### src/hdl/dpsa_pkg.sv
// ----------------------------------------------------------------------------
// Dipeptide pair score average package
// Item types, constants and the pair score table shared by the block.
// ----------------------------------------------------------------------------
package dpsa_pkg;

	localparam int PAIR_SCORE_W = 7;
	localparam int QUOT_W       = 15;
	localparam int QUOT_CNT_W   = 4;

	localparam logic [7:0]            CHAR_A        = 8'h41;
	localparam logic [7:0]            CHAR_Z        = 8'h5A;
	localparam logic [PAIR_SCORE_W-1:0] SCORE_DEFAULT = 7'd50;
	localparam logic [QUOT_W-1:0]     SCORE_EMPTY   = 15'd12800;
	localparam logic [QUOT_CNT_W-1:0] QUOT_LAST     = 4'd14;

	typedef struct packed {
		logic [7:0] amino_acid;
		logic       is_last;
	} in_item_t;

	typedef struct packed {
		logic [14:0] score_q;
		logic [15:0] pairs_counted;
		logic        overflow;
	} out_item_t;

	typedef enum logic [1:0] {
		DIV_IDLE,
		DIV_RUN,
		DIV_DONE
	} div_state_t;

	function automatic logic is_letter(input logic [7:0] c);
		return (c >= CHAR_A) && (c <= CHAR_Z);
	endfunction

	function automatic logic [PAIR_SCORE_W-1:0] pair_score(input logic [7:0] a,
			input logic [7:0] b);
		logic [PAIR_SCORE_W-1:0] s;
		s = SCORE_DEFAULT;
		case ({a, b})
			"LL": s = 7'd100;
			"AA": s = 7'd96;
			"AL": s = 7'd96;
			"LA": s = 7'd95;
			"LS": s = 7'd89;
			"VL": s = 7'd88;
			"LG": s = 7'd88;
			"EL": s = 7'd87;
			"GL": s = 7'd87;
			"SL": s = 7'd87;
			"LE": s = 7'd87;
			"LV": s = 7'd86;
			"AG": s = 7'd86;
			"VA": s = 7'd85;
			"AV": s = 7'd85;
			"SS": s = 7'd85;
			"GG": s = 7'd84;
			"LK": s = 7'd84;
			"EA": s = 7'd84;
			"EE": s = 7'd84;
			"GA": s = 7'd83;
			"LR": s = 7'd83;
			"AE": s = 7'd83;
			"RL": s = 7'd83;
			"TL": s = 7'd83;
			"DL": s = 7'd83;
			"LD": s = 7'd83;
			"KL": s = 7'd82;
			"IL": s = 7'd82;
			"LT": s = 7'd82;
			"VV": s = 7'd82;
			"LI": s = 7'd82;
			"AS": s = 7'd82;
			"SG": s = 7'd81;
			"GV": s = 7'd81;
			"LP": s = 7'd81;
			"SA": s = 7'd81;
			"IA": s = 7'd81;
			"EK": s = 7'd80;
			"GS": s = 7'd80;
			"VE": s = 7'd80;
			"AI": s = 7'd80;
			"AR": s = 7'd80;
			"EV": s = 7'd79;
			"KA": s = 7'd79;
			"VG": s = 7'd79;
			"VS": s = 7'd79;
			"AK": s = 7'd79;
			"KE": s = 7'd79;
			"DA": s = 7'd79;
			"WW": s = 7'd12;
			"WC": s = 7'd12;
			"CW": s = 7'd12;
			"MW": s = 7'd12;
			"WM": s = 7'd12;
			"CM": s = 7'd12;
			"MC": s = 7'd12;
			"HW": s = 7'd12;
			"WH": s = 7'd12;
			"CC": s = 7'd13;
			"WY": s = 7'd13;
			"YW": s = 7'd13;
			"CH": s = 7'd13;
			"HC": s = 7'd13;
			"WP": s = 7'd14;
			"CY": s = 7'd14;
			default: s = SCORE_DEFAULT;
		endcase
		return s;
	endfunction

endpackage

### src/hdl/dpsa_front.sv
// ----------------------------------------------------------------------------
// Dipeptide pair score front
// Takes one character per item, scores letter pairs and hands each finished
// protein's sum, count and overflow flag to the job queue.
// ----------------------------------------------------------------------------
module dpsa_front import dpsa_pkg::*; #(
	parameter int CNT_W = 16,
	parameter int SUM_W = 23,
	parameter int MAX_PAIRS = 65535
) (
	input  logic                       clk,
	input  logic                       arst_n,
	input  logic                       in_valid,
	output logic                       in_ready,
	input  in_item_t                   in_data,
	output logic                       push,
	output logic [SUM_W+CNT_W:0]       push_data,
	input  logic                       queue_full
);

	logic [7:0]       prev_char_q;
	logic             prev_present_q;
	logic [SUM_W-1:0] sum_q;
	logic [CNT_W-1:0] count_q;
	logic             ovf_q;

	logic             accept;
	logic             pair_ok;
	logic             saturated;
	logic [SUM_W-1:0] sum_nx;
	logic [CNT_W-1:0] count_nx;
	logic             ovf_nx;

	assign in_ready  = !queue_full;
	assign accept    = in_valid && in_ready;
	assign pair_ok   = prev_present_q && is_letter(prev_char_q) && is_letter(in_data.amino_acid);
	assign saturated = (count_q == CNT_W'(MAX_PAIRS));

	always_comb begin
		sum_nx   = sum_q;
		count_nx = count_q;
		ovf_nx   = ovf_q;
		if (pair_ok) begin
			if (saturated) begin
				ovf_nx = 1'b1;
			end else begin
				sum_nx   = sum_q + SUM_W'(pair_score(prev_char_q, in_data.amino_acid));
				count_nx = count_q + CNT_W'(1);
			end
		end
	end

	assign push      = accept && in_data.is_last;
	assign push_data = {ovf_nx, count_nx, sum_nx};

	always_ff @(posedge clk or negedge arst_n) begin
		if (!arst_n) begin
			prev_char_q    <= '0;
			prev_present_q <= 1'b0;
			sum_q          <= '0;
			count_q        <= '0;
			ovf_q          <= 1'b0;
		end else if (accept) begin
			if (in_data.is_last) begin
				prev_char_q    <= '0;
				prev_present_q <= 1'b0;
				sum_q          <= '0;
				count_q        <= '0;
				ovf_q          <= 1'b0;
			end else begin
				prev_char_q    <= in_data.amino_acid;
				prev_present_q <= 1'b1;
				sum_q          <= sum_nx;
				count_q        <= count_nx;
				ovf_q          <= ovf_nx;
			end
		end
	end

endmodule

### src/hdl/dpsa_queue.sv
// ----------------------------------------------------------------------------
// Dipeptide pair score job queue
// Two-entry queue between the front and the divider.
// ----------------------------------------------------------------------------
module dpsa_queue #(
	parameter int WIDTH = 40
) (
	input  logic             clk,
	input  logic             arst_n,
	input  logic             push,
	input  logic [WIDTH-1:0] push_data,
	input  logic             pop,
	output logic [WIDTH-1:0] pop_data,
	output logic             full,
	output logic             empty
);

	logic [WIDTH-1:0] mem_q [2];
	logic             wr_ptr_q;
	logic             rd_ptr_q;
	logic [1:0]       fill_q;

	assign full     = (fill_q == 2'd2);
	assign empty    = (fill_q == 2'd0);
	assign pop_data = mem_q[rd_ptr_q];

	always_ff @(posedge clk) begin
		if (push) begin
			mem_q[wr_ptr_q] <= push_data;
		end
	end

	always_ff @(posedge clk or negedge arst_n) begin
		if (!arst_n) begin
			wr_ptr_q <= 1'b0;
			rd_ptr_q <= 1'b0;
			fill_q   <= 2'd0;
		end else begin
			if (push) begin
				wr_ptr_q <= !wr_ptr_q;
			end
			if (pop) begin
				rd_ptr_q <= !rd_ptr_q;
			end
			case ({push, pop})
				2'b10:   fill_q <= fill_q + 2'd1;
				2'b01:   fill_q <= fill_q - 2'd1;
				default: fill_q <= fill_q;
			endcase
		end
	end

endmodule

### src/hdl/dpsa_back.sv
// ----------------------------------------------------------------------------
// Dipeptide pair score back
// Takes a finished protein from the queue, divides sum times 256 by the pair
// count one quotient bit per cycle and presents the result item.
// ----------------------------------------------------------------------------
module dpsa_back import dpsa_pkg::*; #(
	parameter int CNT_W = 16,
	parameter int SUM_W = 23
) (
	input  logic                 clk,
	input  logic                 arst_n,
	input  logic                 queue_empty,
	input  logic [SUM_W+CNT_W:0] pop_data,
	output logic                 pop,
	output logic                 out_valid,
	input  logic                 out_ready,
	output out_item_t            out_data
);

	div_state_t state_q, state_nx;

	logic [SUM_W-1:0]      job_sum;
	logic [CNT_W-1:0]      job_count;
	logic                  job_ovf;
	logic [SUM_W+7:0]      dividend;

	logic [CNT_W-1:0]      rem_q;
	logic [CNT_W-1:0]      div_q;
	logic [QUOT_W-1:0]     lo_q;
	logic [QUOT_W-1:0]     quot_q;
	logic [QUOT_CNT_W-1:0] step_q;
	logic [CNT_W-1:0]      pairs_q;
	logic                  ovf_q;

	logic [CNT_W:0]        trial;
	logic                  qbit;
	logic [CNT_W:0]        diff;

	logic                  load;
	logic                  slot_free;
	logic                  deliver;
	logic                  out_valid_q;
	out_item_t             out_q;

	assign {job_ovf, job_count, job_sum} = pop_data;
	assign dividend  = {job_sum, 8'd0};

	assign trial     = {rem_q, lo_q[QUOT_W-1]};
	assign qbit      = (trial >= {1'b0, div_q});
	assign diff      = trial - {1'b0, div_q};

	assign slot_free = !out_valid_q || out_ready;

	always_comb begin
		state_nx = state_q;
		load     = 1'b0;
		deliver  = 1'b0;
		unique case (state_q)
			DIV_IDLE: begin
				if (!queue_empty) begin
					load     = 1'b1;
					state_nx = (job_count == '0) ? DIV_DONE : DIV_RUN;
				end
			end
			DIV_RUN: begin
				if (step_q == QUOT_LAST) begin
					state_nx = DIV_DONE;
				end
			end
			DIV_DONE: begin
				if (slot_free) begin
					deliver  = 1'b1;
					state_nx = DIV_IDLE;
				end
			end
			default: state_nx = DIV_IDLE;
		endcase
	end

	assign pop = load;

	always_ff @(posedge clk or negedge arst_n) begin
		if (!arst_n) begin
			state_q     <= DIV_IDLE;
			out_valid_q <= 1'b0;
		end else begin
			state_q <= state_nx;
			if (deliver) begin
				out_valid_q <= 1'b1;
			end else if (out_ready) begin
				out_valid_q <= 1'b0;
			end
		end
	end

	always_ff @(posedge clk) begin
		if (load) begin
			rem_q   <= dividend[SUM_W+7:QUOT_W];
			lo_q    <= dividend[QUOT_W-1:0];
			div_q   <= job_count;
			pairs_q <= job_count;
			ovf_q   <= job_ovf;
			step_q  <= '0;
			quot_q  <= (job_count == '0) ? SCORE_EMPTY : '0;
		end else if (state_q == DIV_RUN) begin
			rem_q  <= qbit ? diff[CNT_W-1:0] : trial[CNT_W-1:0];
			lo_q   <= {lo_q[QUOT_W-2:0], 1'b0};
			quot_q <= {quot_q[QUOT_W-2:0], qbit};
			step_q <= step_q + QUOT_CNT_W'(1);
		end
		if (deliver) begin
			out_q.score_q       <= quot_q;
			out_q.pairs_counted <= 16'(pairs_q);
			out_q.overflow      <= ovf_q;
		end
	end

	assign out_valid = out_valid_q;
	assign out_data  = out_q;

endmodule

### src/hdl/dipeptide_pair_score_average.sv
// ----------------------------------------------------------------------------
// Dipeptide pair score average
// Scores neighbouring letter pairs of a protein and reports the mean score.
// ----------------------------------------------------------------------------
// Channel  Handshake             Payload     Item
// in       in_valid / in_ready   in_data     one character, is_last on the end
// out      out_valid / out_ready out_data    mean score, pair count, overflow
//
// The front takes one character per cycle while the job queue has room.
// A protein with at least one pair is divided in the back in these steps: load,
// 15 quotient bits from the shared subtractor, and hand-over to the output
// register. A protein with no pair is only loaded and handed over.
// The queue holds two finished proteins, so the front stalls only when
// proteins shorter than the divider time arrive in a row or the output is
// held off.
// Reset clears the running sums, the queue and the output valid.
// ----------------------------------------------------------------------------
module dipeptide_pair_score_average import dpsa_pkg::*; #(
	parameter int MAX_PAIRS = 65535
) (
	input  logic      clk,
	input  logic      arst_n,
	input  logic      in_valid,
	output logic      in_ready,
	input  in_item_t  in_data,
	output logic      out_valid,
	input  logic      out_ready,
	output out_item_t out_data
);

	localparam int CNT_W = $clog2(MAX_PAIRS + 1);
	localparam int SUM_W = CNT_W + PAIR_SCORE_W;
	localparam int JOB_W = SUM_W + CNT_W + 1;

	logic             push;
	logic [JOB_W-1:0] push_data;
	logic             pop;
	logic [JOB_W-1:0] pop_data;
	logic             queue_full;
	logic             queue_empty;

	dpsa_front #(
		.CNT_W     (CNT_W),
		.SUM_W     (SUM_W),
		.MAX_PAIRS (MAX_PAIRS)
	) u_front (
		.clk        (clk),
		.arst_n     (arst_n),
		.in_valid   (in_valid),
		.in_ready   (in_ready),
		.in_data    (in_data),
		.push       (push),
		.push_data  (push_data),
		.queue_full (queue_full)
	);

	dpsa_queue #(
		.WIDTH (JOB_W)
	) u_queue (
		.clk       (clk),
		.arst_n    (arst_n),
		.push      (push),
		.push_data (push_data),
		.pop       (pop),
		.pop_data  (pop_data),
		.full      (queue_full),
		.empty     (queue_empty)
	);

	dpsa_back #(
		.CNT_W (CNT_W),
		.SUM_W (SUM_W)
	) u_back (
		.clk         (clk),
		.arst_n      (arst_n),
		.queue_empty (queue_empty),
		.pop_data    (pop_data),
		.pop         (pop),
		.out_valid   (out_valid),
		.out_ready   (out_ready),
		.out_data    (out_data)
	);

endmodule
### config.mk
export PLATFORM = sky130hd
export DESIGN_NAME = dipeptide_pair_score_average
export DESIGN_NICKNAME = d
export VERILOG_FILES = /design/src/hdl/dpsa_pkg.sv /design/src/hdl/dpsa_front.sv /design/src/hdl/dpsa_queue.sv /design/src/hdl/dpsa_back.sv /design/src/hdl/dipeptide_pair_score_average.sv
export SDC_FILE = /design/constraint.sdc
export NUM_CORES = 1
export LEC_CHECK = 0
export BUFFER_PORTS_ARGS = -buffer_cell sky130_fd_sc_hd__buf_4
export CAP_MARGIN = 40
export CORE_ASPECT_RATIO = 0.75
export CORE_MARGIN = 3
export CORE_UTILIZATION = 35
export CTS_CLUSTER_DIAMETER = 50
export DETAILED_ROUTE_END_ITERATION = 10
export PLACE_DENSITY = 0.48
export SLEW_MARGIN = 20
export SYNTH_ARGS = -nofsm -noshare
export SYNTH_HDL_FRONTEND = slang
export SYNTH_SLANG_ARGS = --single-unit
export TNS_END_PERCENT = 20
### constraint.sdc
create_clock -name clk -period 5.7 [get_ports clk]
set_clock_uncertainty 0.1 [all_clocks]
set_input_delay 0.57 -clock clk [delete_from_list [all_inputs] [get_ports clk]]
set_output_delay 0.57 -clock clk [all_outputs]
set_load 0.02 [all_outputs]
==> results.md <==
* Async set-reset flop share out of synthesis at 24.7%
* Tot GR Track Use at 17.1%
* DR iter-0 viols at 692
* Synth area leaders: edfxtp_1 43%, dfrtp_1 12%, nand2_1 3.4%, ha_1 2.9%, xnor2_1 2.3%
* First-pass GRT wire length at 48.3 mm
* Register bit count reported by yosys at 227
* TritonCTS clock tree: yes
* Maxcap violations at 0
* Crit-path most repeated cell: or4b_2
* Cell Rows at 57
* Vias after detailed routing at 8374
* Routed WL per cell at 19.6 µm
* Setup Viol. Count Final at 0
* Area grow syn2layout at 16.3%
* Hold slack at 122 ps
* RePlAce Congestion at 0.899
* Post-Syn Nets at 1085
* RSZ-0062 raised after global routing: false
* Core area at 0.0327 mm²
* Initial antenna violation count at 0
* Post-Place Setup Slack at 496 ps
* Clock Sinks at 227
* DRT antenna net count at 0
* Dominant cell type by area after synthesis: edfxtp_1
* CP max stage cell: or4b_2
* VDD IR-drop max at 0.248 mV
* Crit path DAT at 5160 ps
* Worst Hold Class: in -> reg
* Setup TNS Final at 0 ps
* Pwr Density at 471 mW/mm²
* YS warnings at 0
* Share of layout cells above drive strength 1 at 15.2%
* Post-CTS Setup Bufs at 0
* Worst path cell trace: or4b_2 > nor3_1 > nand2_1 > nand3_1 > or4b_2 > or3_1 > or4b_1 > fa_1 > a21o_1 > a21oi_1 > o21bai_1 > a31o_2 > and3_1 > and2_1 > xor2_1
* CP startpoint kind: flip-flop
* Chip width at 218 µm
* Initial Util at 35.9%
* CTS Buf Count at 28
* CP required at 5900 ps
* Detailed-route DRC error count at 0
* GRT overflow at 0
* WHS Path Cells at 2
* Post-Synthesis Cells at 1043
* Most frequent cells in the layout: 167 x edfxtp_1, 107 x nand2_1, 62 x buf_4
* Final nets at 1124
* Post-synth top area share at 42.6%
* Period minus WS final at 4960 ps
* Post-synthesis cell type count at 80
* Post-synth EDFFs at 167
* F_max at 201 MHz
* H-tree lvl count at 1
* Drt via density at 5.42
* Clock transition at the registers of the reported paths at 60 ps
* Max clock buf depth at 3
* Element type at the critical path end: flip-flop
* Leakage at 5.13 nW
* Slew margin rel. at 46.7%
* Crit path largest cell delay at 750 ps
* CP Max Fanout at 13
* Largest net degree at the start of global routing at 54
* I/O pin total at 47
* R2R cell count at 15
* Crit path kind: reg -> reg
* Synth Flop Type: edfxtp_1
* Die area at 0.0359 mm²
* DP Wirelength at 21.0 mm
* Area of the mapped netlist at 0.0118 mm²
* Worst Slack Setup Final at 735 ps
* Vias in the first global route at 8095
* CTS Root Buffer Type: clkbuf_16
* Total wire length at 30.3 mm
* Worst Tran Pin Value at 799 ps
* Die Height at 165 µm
* Port buffer count at 46
* Clock Latency Late Sink at 550 ps
* Sequential share of the synthesized area at 55.2%
* Commonest non-fill, non-tap cell in the layout: edfxtp_1
* Final Hold Viols at 0
* Part of the cycle the worst path needs at 87.1%
* Status: finished, final reports clean
* Pins Over Slew Limit at 0
* Mapped Avg Cell Area at 11.3 µm²
* Iteration count of the initial detailed-routing pass at 5
* Diode count at 0
[cell families after synthesis]
group                    Yosys count  synth area share (%)
flip-flops                       227                  55.2
buffers and inverters             93                  3.33
AND/OR/NAND/NOR                  379                  17.7
AO/OA/AOI/OAI                    225                  13.2
multiplexers                      41                  3.74
adder cells (fa/ha/maj)           29                  3.21
XOR/XNOR                          49                  3.65
[synthesized netlist by cell type, types with 14 or more instances]
master and count:
clkbuf_1 40, nand3_1 29, mux2i_1 17, a31oi_1 17, dfrtp_1 56, nand2b_1 18
inv_1 34, ha_1 27, and3_1 14, nor3_1 31, xor2_1 18, and2_1 21
xnor2_1 31, nand2_1 108, nand4_1 18, o31ai_1 16, edfxtp_1 167, nor2b_1 15
o21ai_0 45, a21oi_1 35, mux2_2 24, nor2_1 55
[area by class of cell]
cell class	instances	area (µm²)
clock inverters	17	269
clock buffers	34	743
flip-flops and latches	227	6500
repair buffers	68	577
inverters	34	128
multi-input cells	723	4910
well taps	442	553
fillers	3132	19100
[routing by layer]
metal / routed length, µm / vias to the layer above / GRT usage, %
met5: 0 / - / 0
li1: - / 4024 / -
met2: 12500 / 223 / 24.8
met1: 15700 / 4094 / 26.6
met3: 1590 / 33 / 3.20
met4: 488 / 0 / 3.44
[critical path: cells and delay by family (launching register included)]
kind | cells | cell delay [ps]
adder cells (fa/ha/maj) | 1 | 450
AO/OA/AOI/OAI | 4 | 880
XOR/XNOR | 1 | 150
flip-flops | 1 | 560
AND/OR/NAND/NOR | 9 | 2570
[state kept, by name (all words and copies together) (netlist names)]
| signal | cells |
|---|---|
| u_back.state_q | 2 |
| u_back.out_valid | 1 |
| u_back.quot_q | 15 |
| u_back.out_data | 32 |
| u_back.lo_q | 7 |
| u_front.ovf_q | 1 |
| u_front.prev_char_q | 8 |
| u_queue.rd_ptr_q | 1 |
| u_back.rem_q | 16 |
| u_front.sum_q | 23 |
| u_front.prev_present_q | 1 |
| u_queue.fill_q | 2 |
| u_back.step_q | 4 |
| u_back.div_q | 16 |
| u_queue.wr_ptr_q | 1 |
| u_back.ovf_q | 1 |
| u_queue.mem_q | 80 |
| u_front.count_q | 16 |
[final timing paths]
path	from	end	slack [ps]
worst min register to register	u_back.quot_q[14]$_SDFFCE_PP0P_	u_back.out_data[31]$_DFFE_PP_	330
worst min-delay path	out_ready	u_back.out_valid$_DFFE_PN0P_	120
worst max register to register	u_front.prev_char_q[3]$_DFFE_PN0P_	u_queue.mem_q[0][22]$_DFFE_PP_	740
min in group asynchronous	arst_n	u_front.sum_q[2]$_DFFE_PN0P_	310
max in group asynchronous	arst_n	u_back.state_q[1]$_DFFE_PN0P_	4660
worst max-delay path	u_front.prev_char_q[3]$_DFFE_PN0P_	u_queue.mem_q[0][22]$_DFFE_PP_	740
[timing repair]
item | 4_1_cts | 5_1_grt
endpoints found under the hold margin | 11 | 0
resized for setup | 0 | 0
hold buffers | 1 | 0
setup endpoints to repair | 0 | 0
[per-stage QoR]
stage	power, mW	std cells	cell area [µm²]	utilization [%]
finish	6.44	1545	13700	41.8
global route	6.83	1545	13700	41.8
global placement	4.51	1487	12500	38.3
floorplan	3.92	1043	11800	-
detailed placement	4.53	1492	12600	38.6
CTS	6.49	1544	13700	41.7
[power by group]
part | internal [mW] | leakage, nW | switching (mW)
Combinational | 0.761 | 2.31 | 1.21
Clock | 1.21 | 0.490 | 0.716
Sequential | 2.30 | 2.33 | 0.241
No activity file was read; power rests on OpenSTA's default activity.
